`src/hdl/bdq_pkg.sv`:
```
package bdq_pkg;

  localparam int DEPTH_DEF      = 256;
  localparam int ELEM_WIDTH_DEF = 32;

  localparam int KIND_W  = 3;
  localparam int WORD_W  = 32;
  localparam int POS_W   = 8;
  localparam int FILL_W  = 9;
  localparam int ERR_W   = 2;

  // Stream packing, lowest bit first.
  localparam int IN_TDATA_W  = 40;   // payload, position
  localparam int OUT_TDATA_W = 112;  // read, head, tail, fill, error, zero pad

  localparam int OUT_READ_LSB = 0;
  localparam int OUT_HEAD_LSB = OUT_READ_LSB + WORD_W;
  localparam int OUT_TAIL_LSB = OUT_HEAD_LSB + WORD_W;
  localparam int OUT_FILL_LSB = OUT_TAIL_LSB + WORD_W;
  localparam int OUT_ERR_LSB  = OUT_FILL_LSB + FILL_W;
  localparam int OUT_USED_W   = OUT_ERR_LSB + ERR_W;

  localparam logic [KIND_W-1:0] KIND_INS_HEAD = 3'd0;
  localparam logic [KIND_W-1:0] KIND_INS_TAIL = 3'd1;
  localparam logic [KIND_W-1:0] KIND_REM_HEAD = 3'd2;
  localparam logic [KIND_W-1:0] KIND_REM_TAIL = 3'd3;
  localparam logic [KIND_W-1:0] KIND_READ     = 3'd4;

  localparam logic [ERR_W-1:0] ERR_OK    = 2'd0;
  localparam logic [ERR_W-1:0] ERR_FULL  = 2'd1;
  localparam logic [ERR_W-1:0] ERR_EMPTY = 2'd2;
  localparam logic [ERR_W-1:0] ERR_INDEX = 2'd3;

  typedef logic [1:0] rd_sel_t;
  localparam rd_sel_t RSEL_HEAD = 2'd0;
  localparam rd_sel_t RSEL_TAIL = 2'd1;
  localparam rd_sel_t RSEL_IDX  = 2'd2;

  // Commands from the sequencer to the datapath.
  typedef struct packed {
    logic    accept;    // latch the incoming transaction and its error code
    logic    exec;      // apply the operation to pointer, count and store
    logic    rd_en;     // issue a store read
    rd_sel_t rd_sel;    // which logical position the read targets
    logic    cap_head;  // registered read data is the head entry
    logic    cap_tail;  // registered read data is the tail entry
    logic    cap_idx;   // registered read data is the indexed entry
    logic    load_out;  // move the assembled result into the output register
  } bdq_cmd_t;

endpackage

```
`src/hdl/bdq_ctrl.sv`:
```
module bdq_ctrl (
  input  logic             clk,
  input  logic             rst_n,
  input  logic             in_tvalid,
  output logic             in_tready,
  output logic             out_tvalid,
  input  logic             out_tready,
  output bdq_pkg::bdq_cmd_t cmd
);
  import bdq_pkg::*;

  localparam logic [2:0] S_IDLE = 3'd0;
  localparam logic [2:0] S_EXEC = 3'd1;
  localparam logic [2:0] S_RH   = 3'd2;
  localparam logic [2:0] S_RT   = 3'd3;
  localparam logic [2:0] S_RI   = 3'd4;
  localparam logic [2:0] S_RW   = 3'd5;
  localparam logic [2:0] S_OUT  = 3'd6;

  logic [2:0] state_r, state_nxt;
  logic       out_valid_r, out_valid_nxt;
  logic       slot_free;

  assign slot_free  = !out_valid_r || out_tready;
  assign in_tready  = (state_r == S_IDLE);
  assign out_tvalid = out_valid_r;

  always_comb begin
    state_nxt = state_r;
    cmd       = '0;
    cmd.rd_sel = RSEL_HEAD;
    unique case (state_r)
      S_IDLE: begin
        if (in_tvalid) begin
          cmd.accept = 1'b1;
          state_nxt  = S_EXEC;
        end
      end
      S_EXEC: begin
        cmd.exec  = 1'b1;
        state_nxt = S_RH;
      end
      S_RH: begin
        cmd.rd_en  = 1'b1;
        cmd.rd_sel = RSEL_HEAD;
        state_nxt  = S_RT;
      end
      S_RT: begin
        cmd.rd_en    = 1'b1;
        cmd.rd_sel   = RSEL_TAIL;
        cmd.cap_head = 1'b1;
        state_nxt    = S_RI;
      end
      S_RI: begin
        cmd.rd_en    = 1'b1;
        cmd.rd_sel   = RSEL_IDX;
        cmd.cap_tail = 1'b1;
        state_nxt    = S_RW;
      end
      S_RW: begin
        cmd.cap_idx = 1'b1;
        state_nxt   = S_OUT;
      end
      S_OUT: begin
        if (slot_free) begin
          cmd.load_out = 1'b1;
          state_nxt    = S_IDLE;
        end
      end
      default: begin
        state_nxt = S_IDLE;
      end
    endcase
  end

  always_comb begin
    out_valid_nxt = out_valid_r;
    if (cmd.load_out) begin
      out_valid_nxt = 1'b1;
    end else if (out_tready) begin
      out_valid_nxt = 1'b0;
    end
  end

  always_ff @(posedge clk) begin
    if (!rst_n) begin
      state_r     <= S_IDLE;
      out_valid_r <= 1'b0;
    end else begin
      state_r     <= state_nxt;
      out_valid_r <= out_valid_nxt;
    end
  end

endmodule

```
`config.mk`:
```
export PLATFORM = sky130hd
export DESIGN_NAME = bdq_ctrl
export DESIGN_NICKNAME = d
export VERILOG_FILES = /design/src/hdl/bdq_pkg.sv /design/src/hdl/bdq_ctrl.sv
export SDC_FILE = /design/constraint.sdc
export NUM_CORES = 1
export LEC_CHECK = 0
export ABC_AREA = 1
export BUFFER_PORTS_ARGS = -buffer_cell sky130_fd_sc_hd__buf_2
export CORE_AREA = 2 2 39 41
export DETAILED_ROUTE_END_ITERATION = 8
export DIE_AREA = 0 0 41 43
export PLACE_DENSITY = 0.48
export SYNTH_ARGS = -nofsm -noshare
export SYNTH_HDL_FRONTEND = slang
export SYNTH_SLANG_ARGS = --single-unit
export TNS_END_PERCENT = 10
```
`constraint.sdc`:
```
create_clock -name clk -period 1.3 [get_ports clk]
set_clock_uncertainty 0.15 [all_clocks]
set_input_delay 0.13 -clock clk [delete_from_list [all_inputs] [get_ports clk]]
set_output_delay 0.13 -clock clk [all_outputs]
set_load 0.005 [all_outputs]
```
# After elaboration in Yosys (flattened, before gate mapping)
# Index checks and enable logic that the tools add are counted.
op_classes:
  add_sub_neg: 0
  mul: 0
  n_div: 0
  n_lt_le_gt_ge: 0
  eq_ne: 8
  shifts: 0
  n_mux: 14
  bitwise_logic: 0
  reduce_logical: 5
op_table:
  columns: ["op", "count"]
  rows:
  - ["$pmux 3 s7", 1]
  - ["$mux 1", 10]
  - ["$eq 3x3->1 const B", 3]
  - ["$pmux 3 s3", 1]
  - ["$eq 3x2->1 const B", 2]
  - ["$mux 3", 2]
  - ["$ne 2x2->1 const B", 2]
  - ["$eq 3x1->1 const B", 1]
  - ["$logic_not 3->1", 1]
  - ["$reduce_and 2->1", 1]
  - ["$reduce_bool 2->1", 1]
  - ["$logic_not 1->1", 1]
  - ["$logic_or 1x1->1", 1]
totals:
  register_bits: 4
  latch_bits: 0
  ram_bits: 0
  romBits: 0
  inputBits: 4
  memories: 0

# Longest topological paths before layout
# Gate-level depths: netlist of the first run.
depth:
  ltp_word: 5
  ltp_mapped: 5
  ltp_nobuf: 5

# Least setup slack after synthesis of the first run
# OpenSTA, ideal clock, no wires.
synth_path:
  path_kind: "flip-flop to output port"
  startpoint: "register state_r[2]"
  endpoint: "output cmd[0] in the netlist's numbering"
  arrival_time_ps: 750
  t_required_ps: 1020
  setup_slack_ps: 270
  stages_incl_launch_ff: 4
  path_cell_list: "dfxtp_1 -> nand3_2 -> a21oi_1 -> buf_4"
synth_rtl:
  columns: ["item", "line_no", "source"]
  rows:
  - ["start: declaration", "bdq_ctrl.sv:20", "logic [2:0] state_r, state_nxt;"]
  - ["start signal: assignment", "bdq_ctrl.sv:90", "state_r <= state_nxt;"]
  - ["end: declaration", "bdq_ctrl.sv:8", "output bdq_pkg::bdq_cmd_t cmd"]

==> results.yml, run 1 <==
run_status:
  outcome: "finished clean"
logic_synthesis:
  number_of_flip_flops_and_latches_in_the_synthesized_netlist: 4
  synth_area_um2: 243
  count_of_synthesis_stage_warnings_from_yosys: 0
  netlist-cell-type-count: 12
  synth_top_cell_area_share: 0.330
  synth.avg_cell_area_um2: 5.92
  biggest_area_consumer_among_synthesized_cells: "dfxtp_1"
  netlist_top_cells_area: "dfxtp_1, inv_1, nor2_1"
  sequential_area_share_after_synthesis: 0.330
  synth_fp_nets: 45
  post_synthesis_cell_count: 41
pwr:
  pwr_density_cell_nw_per_um2: 1040
  power.share.sequential: 0.379
  power.combinational.fraction: 0.236
  clkPwrFrac: 0.386
  max-vdd-ir-drop_mv: 0.313
  leakage_nw: 0.233
  power.switching_mw: 0.114
  net_sw_frac: 0.288
  p_int_mw: 0.282
worst_setup_path:
  r2r_start: "state_r[0]"
  startpoint_type: "register"
  worstReg2RegEnd: "state_r[2]"
  reg2reg_setup_slack_ns: 0.20
  crit_path_top_delay_cell: "dfxtp_4"
  crit_family: "flip-flops"
  cp_max_fo: 5
  critPathRequiredTime_ns: 1.02
  reg2regPathDepth: 6
  category_of_the_critical_setup_timing_path: "reg2out"
  critical-path-max-stage-delay_ns: 0.36
  crit_path_end_kind: "primary output"
  timing.critical_path.buf_inv: 1
  worst_ep_arrival_time_ns: 0.97
  crit_chain: "nor2_4, nand2_1, o21ai_0, buf_2"
timing:
  post-route-min-period_ns: 1.25
  tightestPinTransition_ns: 0.128
  worst_slack_ns: 0.0489
  setup_viol: 0
  finalHoldViolCount: 0
  whs_ns: 0.0256
  finalCritPeriodShare: 0.962
  rsz_0062_raised_after_global_routing: "yes"
  normalized_max_slew_margin: 0.914
  report.final.slew_viol_count: 0
  maximum_clock_rate_mhz: 799
floorplan:
  floorplan.die_area_um2: 1760
  row_count: 14
  floorplan.io_pins: 15
  chipWidth_um: 41
  die_y_um: 43
  initial_utilization: 0.175
  core_area_um2: 1380
place:
  dp.final_hpwl_um: 431
  routabilityCongestion: 0.630
  portBuffers: 14
  preCtsSetupSlack_ns: 0.193
clocking:
  tritoncts_num_sinks: 4
  clock_tree_from_tritoncts: "done"
  ctsLongestPathBuffers: 2
  cts_made_buffers: 3
  clockRootBuffer: "clkbuf_4"
  maximum_level_of_the_cts_h_tree: 1
  cts.reportedPaths.clkPinSlew_ns: 0.04
  clock_insertion_delay_worst_skew_ns: 0.24
min_path:
  hold_path_depth: 3
  timing.hold.worst.start: "in_tvalid"
  min_to: "state_r[0]"
  hold_path.class: "in2reg"
final_layout:
  drive_above_1_share: 0.483
  area_growth_pct: 56.7
  utilization: 0.275
  final_net_count: 64
  num_antenna_cells: 0
detailed_routing:
  finalWirelength_um: 529
  dr.pass1.iters: 2
  ant_nets: 0
  drt-initial-drc-count: 1
  post_drt_via_cell_ratio: 3.82
  route.detailed.drc: 0
  via_count: 283
  routedWlPerCell_um: 7.15
job:
  cap_viol_max_count: 0
global_routing:
  via_count_of_the_first_global_routing_pass: 226
  grtUsageTotal: 0.0775
  antenna_found_initial: 0
  global_route_wire_length_before_repair_um: 828
  grt_max_degree: 7
  globalRoute.totalOverflow: 0
## cells in the mapped netlist
| master | instances |
|---|---|
| a21oi_1 | 2 |
| nand3_1 | 2 |
| inv_1 | 9 |
| buf_4 | 2 |
| nor2_2 | 1 |
| nand3_2 | 1 |
| nor2_1 | 9 |
| nor3_1 | 1 |
| inv_2 | 1 |
| dfxtp_1 | 4 |
| o21ai_0 | 1 |
| nand2_1 | 8 |
## timing repair
action | 4_1_cts | 5_1_grt
buffers inserted | 1 | 0
setup endpoints to repair | 5 | 8
pin swaps | 1 | 1
gates cloned | 0 | 0
hold endpoints to repair | 1 | 0
hold buffers | 1 | 0
gates resized for setup | 2 | 8
## how the worst max path moves through the flow
| stage | from | to | slack, ns | cells after the start |
|---|---|---|---|---|
| floorplan | state_r[2] | cmd[0] | 0.27 | 3 |
| global placement | state_r[2] | state_r[2] | 0.18 | 5 |
| detailed placement | state_r[2] | cmd[0] | 0.19 | 3 |
| CTS | state_r[0] | cmd[8] | -0.005 | 4 |
| global route | state_r[1] | cmd[6] | -0.02 | 4 |
| finish | state_r[1] | cmd[6] | 0.05 | 4 |
## kinds of logic after synthesis
kind of cell    count (synthesis)  share of synthesized area
compound gates                  3                     0.0618
simple gates                   22                      0.392
flops                           4                      0.330
buf+inv                        12                      0.216
## metrics by stage
step | instances | setup TNS, ns | power, mW | area, um2
after floorplan | 41 | 0 | 0.198 | 243
after global placement | 69 | 0 | 0.232 | 318
after detailed placement | 69 | 0 | 0.232 | 318
after CTS | 74 | -0.00489 | 0.396 | 360
after global routing | 74 | -0.0337 | 0.426 | 380
final | 74 | 0 | 0.396 | 380
## cells in the final DEF, fill, tap and decap left out
cell type / Yosys / routed
buf_2: 0 / 14
inv_1: 9 / 8
nor2_1: 9 / 8
nand2_1: 8 / 7
clkbuf_4: 0 / 3
inv_2: 1 / 2
nand3_1: 2 / 2
dfxtp_4: 0 / 2
nand3_2: 1 / 1
a21oi_2: 0 / 1
nor2_4: 0 / 1
nand2_2: 0 / 1
o21ai_0: 1 / 1
nor3_1: 1 / 1
nor2_2: 1 / 1
a21oi_1: 2 / 1
dlygate4sd3_1: 0 / 1
dfxtp_1: 4 / 1
buf_4: 2 / 1
dfxtp_2: 0 / 1
## tightest hold or removal path: stages
cell and delay [ns]:
buf_2 0.09, nor2_1 0.04, nor3_1 0.11
## metal layers
layer / track usage / part of all wire
met1: 0.0779 / 0.39
met2: 0.100 / 0.50
met3: 0.0471 / 0.087
met4: 0.0800 / 0.026
met5: 0 / 0
## final cells by class
class	count	area [um2]
clock buffers	3	22.5
fillers	160	1000
inverters	10	37.5
multi-input cells	25	124
flip-flops and latches	4	88.8
well taps	16	20.0
repair buffers	16	87.6
## power by group through the flow
stage	clock network, mW	logic, mW	registers [mW]
floorplan	0	0.0537	0.144
global placement	0	0.0862	0.146
detailed placement	0	0.0858	0.146
CTS	0.162	0.0890	0.145
global route	0.168	0.107	0.152
finish	0.153	0.0933	0.150
## sequential cells by signal (all words and copies together) (netlist names)
name / flops
out_tvalid: 1
state_r: 3
Note: power is estimated with default switching activity, not from simulation.
==> inputs of run 2 (changes only) <==
--- a/config.mk
+++ b/config.mk
@@ -5,12 +5,11 @@
 export SDC_FILE = /design/constraint.sdc
 export NUM_CORES = 1
 export LEC_CHECK = 0
-export ABC_AREA = 1
-export BUFFER_PORTS_ARGS = -buffer_cell sky130_fd_sc_hd__buf_2
 export CORE_AREA = 2 2 39 41
 export DETAILED_ROUTE_END_ITERATION = 8
 export DIE_AREA = 0 0 41 43
-export PLACE_DENSITY = 0.48
+export DONT_BUFFER_PORTS = 1
+export PLACE_DENSITY = 0.43
 export SYNTH_ARGS = -nofsm -noshare
 export SYNTH_HDL_FRONTEND = slang
 export SYNTH_SLANG_ARGS = --single-unit
==> run 2 against run 1 <==
The run now ends with setup timing left. Cell count is 30% lower. Maximum frequency decreased by 4.0%. Synthesized cell count down 22%. Worst setup slack worse by 0.052 ns. Die area did not move. Utilization decreased by 0.72 points. Flip-flop and latch count is the same. Critical endpoint is now cmd[8]. Largest power group is now sequential cells.
==> results.yml, run 2 <==
run_status:
  outcome: "complete, but fails checks"
  violations: "setup timing"
timing:
  post-route-min-period_ns: 1.30
  fin_tns_setup_ns: -0.00278
  finalCritPeriodShare: 1.00
  normalized_max_slew_margin: 0.820
  setup_viol: 1
  finalHoldViolCount: 0
  rsz_0062_raised_after_global_routing: "yes"
  maximum_clock_rate_mhz: 768
  report.final.slew_viol_count: 0
  worst_slack_ns: -0.00278
  tightestPinTransition_ns: 0.269
floorplan:
  floorplan.io_pins: 15
  initial_utilization: 0.217
  floorplan.die_area_um2: 1760
  core_area_um2: 1380
  die_y_um: 43
  row_count: 14
  chipWidth_um: 41
global_routing:
  via_count_of_the_first_global_routing_pass: 222
  global_route_wire_length_before_repair_um: 966
  antenna_found_initial: 0
  globalRoute.totalOverflow: 0
  grtUsageTotal: 0.0793
  grt_max_degree: 11
final_layout:
  largest_register_ff_count: 3
  final_cell_count_no_fill: 52
  utilization: 0.268
  final_net_count: 42
  area_growth_pct: 23.3
  num_antenna_cells: 0
  drive_above_1_share: 0.444
  max_flop_register: "state_r"
  fillerInstances: 152
  final_cell_mix: "nand2b_1, clkbuf_4, buf_4"
place:
  portBuffers: 0
  dp.final_hpwl_um: 446
  placed_cell_count: 48
  preCtsSetupSlack_ns: 0.137
  routabilityCongestion: 0.704
clocking:
  maximum_level_of_the_cts_h_tree: 1
  cts.reportedPaths.clkPinSlew_ns: 0.03
  ctsLongestPathBuffers: 2
  clock_tree_from_tritoncts: "done"
  cts_made_buffers: 3
  tritoncts_num_sinks: 4
  clockRootBuffer: "clkbuf_4"
  clock_insertion_delay_worst_skew_ns: 0.23
  post-cts-setup-buffer-count: 0
detailed_routing:
  finalWirelength_um: 570
  via_count: 236
  route.detailed.drc: 0
  ant_nets: 0
  dr.pass1.iters: 3
  drt-initial-drc-count: 4
  routedWlPerCell_um: 11.0
  post_drt_via_cell_ratio: 4.54
worst_setup_path:
  timing.critical_path.from: "state_r[1]"
  cp_max_fo: 7
  r2r_start: "state_r[2]"
  worst_ep_arrival_time_ns: 1.02
  category_of_the_critical_setup_timing_path: "reg2out"
  critPathRequiredTime_ns: 1.02
  crit_path_end_kind: "primary output"
  startpoint_type: "register"
min_path:
  timing.hold.worst.start: "out_tready"
  hold_path.class: "in2reg"
logic_synthesis:
  asyncSetResetFlopFracSynth: 0
  netlist-cell-type-count: 23
  synth_area_um2: 300
  synth_common_cells: "dfxtp_1, nand2b_1"
  netlist_top_cells_area: "dfxtp_1, buf_6, nand2b_1"
  count_of_synthesis_stage_warnings_from_yosys: 0
  synthMostInstantiatedCell: "dfxtp_1"
  sequential_area_share_after_synthesis: 0.267
  synth_top_cell_area_share: 0.267
  synth.avg_cell_area_um2: 9.38
  post_synthesis_cell_count: 32
  number_of_flip_flops_and_latches_in_the_synthesized_netlist: 4
  biggest_area_consumer_among_synthesized_cells: "dfxtp_1"
  synth_edf_count: 0
  synth_fp_nets: 36
  dominantRegCellSynth: "dfxtp_1"
pwr:
  pwr_density_cell_nw_per_um2: 1120
  net_sw_frac: 0.271
  power.combinational.fraction: 0.274
  max-vdd-ir-drop_mv: 0.374
  power.switching_mw: 0.113
  leakage_nw: 0.137
  power.share.sequential: 0.373
  p_int_mw: 0.304
  clkPwrFrac: 0.354
job:
  cap_viol_max_count: 0
run 2: changes by cell type after synthesis, sizes merged, moves of 2 or more:
cell    before  now
nand3        3    0
buf          2    5
nand2        8    0
nor2        10    2
inv         10    2
nand2b       0    3
and3b        0    2
run 2: cell type report:
cell class | count | area (um2) | area share
clock buffers | 3 | 22.5 | 0.0608
inverters | 2 | 7.51 | 0.0203
multi-input cells | 21 | 179 | 0.483
flip-flops and latches | 4 | 86.3 | 0.233
well taps | 16 | 20.0 | 0.0541
repair buffers | 6 | 55.1 | 0.149
run 2: metal layers:
metal,share of wire,vias up,wire length [um],GRT usage
met3,0.035,0,20,0.0157
met4,0,0,0,0.0600
li1,-,120,-,-
met1,0.49,110,281,0.106
met2,0.47,6,268,0.106
met5,0,-,0,0
run 2: path summary, 6_finish.rpt:
path	endpoint	slack, ns	depth (start not counted)
hold / removal	out_tvalid	0.03	2
setup reg to reg	state_r[2]	0.15	3
hold reg to reg	state_r[0]	0.36	1
setup / recovery	cmd[8]	-0.003	3
run 2: power groups by stage:
stage | clock network, mW | registers (mW) | logic (mW)
after floorplan | 0 | 0.141 | 0.0986
after global placement | 0 | 0.152 | 0.101
after detailed placement | 0 | 0.152 | 0.101
after CTS | 0.158 | 0.155 | 0.115
after global routing | 0.160 | 0.158 | 0.126
final | 0.147 | 0.155 | 0.114
run 2: what timing repair did:
action / in CTS / in global routing
hold buffers: 1 / 0
pin swaps: 2 / 0
gates resized for setup: 6 / 2
setup endpoints to repair: 10 / 8
endpoints found under the hold margin: 4 / 0
run 2: worst max-delay path, stage by stage (launching register included):
cell and delay, ns:
dfxtp_2 0.34, buf_6 0.14, nor3_4 0.15, and2_1 0.16
run 2: logic make-up after synthesis:
group | Yosys count | share of synthesized area
DFF | 4 | 0.267
AOI/OAI and AO/OA | 4 | 0.146
and+or+nand+nor | 15 | 0.358
muxes | 1 | 0.0333
xor gates and xnor gates | 1 | 0.0292
buffers and inverters | 7 | 0.167
run 2: per-stage QoR:
step	cell area, um2	total power [mW]	hold WS (ns)
5_1_grt	370	0.444	0.0184
3_5_place_dp	315	0.254	0.117
6_report	370	0.416	0.0261
4_1_cts	367	0.428	0.00746
2_1_floorplan	300	0.239	0.108
3_3_place_gp	315	0.253	0.109
==> inputs of run 3 (changes only) <==
--- a/config.mk
+++ b/config.mk
@@ -6,9 +6,11 @@
 export NUM_CORES = 1
 export LEC_CHECK = 0
 export CORE_AREA = 2 2 39 41
+export CTS_CLUSTER_DIAMETER = 40
 export DETAILED_ROUTE_END_ITERATION = 8
 export DIE_AREA = 0 0 41 43
 export DONT_BUFFER_PORTS = 1
+export GPL_TIMING_DRIVEN = 0
 export PLACE_DENSITY = 0.43
 export SYNTH_ARGS = -nofsm -noshare
 export SYNTH_HDL_FRONTEND = slang
==> run 3 against run 2 <==
The run still ends with setup timing left. Cell count rose by 19%. Combinational power is 32% higher. Maximum frequency down 3.6%. Sequential share of layout area shrank 5.2 points. Utilization is 6.2 points higher. Critical path type unchanged. Largest power group is now combinational cells. Highest routed layer unchanged.
==> results.yml, run 3 (same netlist as run 2, synthesis figures left out) <==
final_layout:
  final_cell_mix: "buf_4, buf_6, clkbuf_4"
  post-route-cell-area_um2: 457
  area_growth_pct: 52.1
  drive_above_1_share: 0.609
  final_net_count: 52
  mostFrequentLayoutCell: "buf_4"
  largest_register_ff_count: 3
  final_cell_count_no_fill: 62
  fillerInstances: 156
  num_antenna_cells: 0
  max_flop_register: "state_r"
global_routing:
  global_route_wire_length_before_repair_um: 1140
  grtUsageTotal: 0.101
  grt_max_degree: 9
  globalRoute.totalOverflow: 0
  via_count_of_the_first_global_routing_pass: 291
  antenna_found_initial: 0
timing:
  report.final.slew_viol_count: 0
  post-route-min-period_ns: 1.35
  normalized_max_slew_margin: 0.825
  rsz_0062_raised_after_global_routing: "yes"
  finalHoldViolCount: 0
  maximum_clock_rate_mhz: 740
  worst_slack_ns: -0.0517
  finalCritPeriodShare: 1.04
  tightestPinTransition_ns: 0.263
  setup_viol: 2
worst_setup_path:
  reg2regPathDepth: 6
  crit_path_end_kind: "primary output"
  worstReg2RegEnd: "out_tvalid"
  critPathRequiredTime_ns: 1.02
  r2r_start: "state_r[0]"
  reg2reg_setup_slack_ns: 0.01
  category_of_the_critical_setup_timing_path: "reg2out"
  cp_max_fo: 8
  crit_path_top_delay_cell: "dfxtp_1"
  critical-path-max-stage-delay_ns: 0.30
  startpoint_type: "register"
  worst_ep_arrival_time_ns: 1.07
  crit_chain: "buf_6, nand3b_1, nor2b_1, buf_4"
clocking:
  cts_made_buffers: 3
  clock_tree_from_tritoncts: "done"
  ctsLongestPathBuffers: 2
  maximum_level_of_the_cts_h_tree: 1
  tritoncts_num_sinks: 4
  clockRootBuffer: "clkbuf_4"
  cts.reportedPaths.clkPinSlew_ns: 0.03
  clock_insertion_delay_worst_skew_ns: 0.23
job:
  cap_viol_max_count: 0
pwr:
  net_sw_frac: 0.275
  clkPwrFrac: 0.334
  leakage_nw: 0.189
  design_power_total_mw: 0.442
  power.switching_mw: 0.121
  power.share.sequential: 0.326
  max-vdd-ir-drop_mv: 0.212
  power.combinational.fraction: 0.340
  pwr_density_cell_nw_per_um2: 967
  p_int_mw: 0.320
detailed_routing:
  drt-initial-drc-count: 5
  ant_nets: 0
  post_drt_via_cell_ratio: 4.47
  finalWirelength_um: 756
  route.detailed.drc: 0
  via_count: 277
  routedWlPerCell_um: 12.2
  dr.pass1.iters: 2
place:
  preCtsSetupSlack_ns: 0.00545
  dpl-instance-area_um2: 320
  portBuffers: 0
  routabilityCongestion: 0.628
  placed_cell_count: 48
  dp.final_hpwl_um: 476
floorplan:
  row_count: 14
  initial_utilization: 0.217
  core_area_um2: 1380
  floorplan.die_area_um2: 1760
  die_y_um: 43
  chipWidth_um: 41
  floorplan.io_pins: 15
min_path:
  hold_path_depth: 2
  hold_path.class: "in2reg"
  min_to: "out_tvalid"
  timing.hold.worst.start: "out_tready"
run_status:
  outcome: "complete, but fails checks"
  violations: "setup timing"
==> run 3: cell types whose count changed in the layout (fill, tap and decap cells not counted), sizes merged <==
cell	previous run	this run
buf	5	15
==> run 3: power groups by stage <==
stage / sequential (mW) / clock, mW / combinational (mW)
floorplan: 0.141 / 0 / 0.0986
global placement: 0.141 / 0 / 0.111
detailed placement: 0.142 / 0 / 0.113
CTS: 0.144 / 0.159 / 0.144
global route: 0.146 / 0.168 / 0.163
finish: 0.144 / 0.147 / 0.150
==> run 3: cell type report <==
class                           instances  area, um2  share of cell area
Multi-Input combinational cell         21        191               0.419
Sequential cell                         4       82.6               0.181
Timing Repair Buffer                   11       80.1               0.175
Buffer                                  5       52.6               0.115
Clock buffer                            3       22.5              0.0493
Tap cell                               16       20.0              0.0438
Inverter                                2       7.51              0.0164
==> run 3: how the worst max path moves through the flow <==
stage | from | end | cells after the start
floorplan | state_r[2] | cmd[5] | 4
global placement | state_r[2] | cmd[5] | 4
detailed placement | state_r[2] | cmd[5] | 4
CTS | state_r[0] | cmd[0] | 4
global route | state_r[1] | cmd[0] | 4
finish | state_r[0] | cmd[0] | 4
==> run 3: worst max-delay path, delay by kind of cell, from the launching register on <==
kind,cells,cell delay [ns]
buf+inv,2,0.25
flops,1,0.30
simple gates,2,0.30
==> run 3: metal layers <==
| metal | GRT usage | wire length [um] | vias to the layer above |
|---|---|---|---|
| li1 | - | - | 137 |
| met1 | 0.112 | 294 | 136 |
| met2 | 0.150 | 445 | 4 |
| met3 | 0.0157 | 16 | 0 |
| met4 | 0.100 | 0 | 0 |
| met5 | 0 | 0 | - |
==> run 3: what timing repair did <==
action	in CTS	in global routing
gates resized for setup	7	3
gates cloned	2	0
setup buffers	7	1
hold buffers	1	0
pin swaps	1	3
setup endpoints to repair	8	8
endpoints found under the hold margin	4	0
==> run 3: stage by stage <==
step / hold WS [ns] / utilization / TNS (ns)
detailed placement: 0.125 / 0.231 / 0
floorplan: 0.108 / - / 0
CTS: 0.0105 / 0.316 / -0.188
global placement: 0.111 / 0.231 / 0
finish: 0.0232 / 0.330 / -0.0987
global route: 0.0402 / 0.330 / -0.371
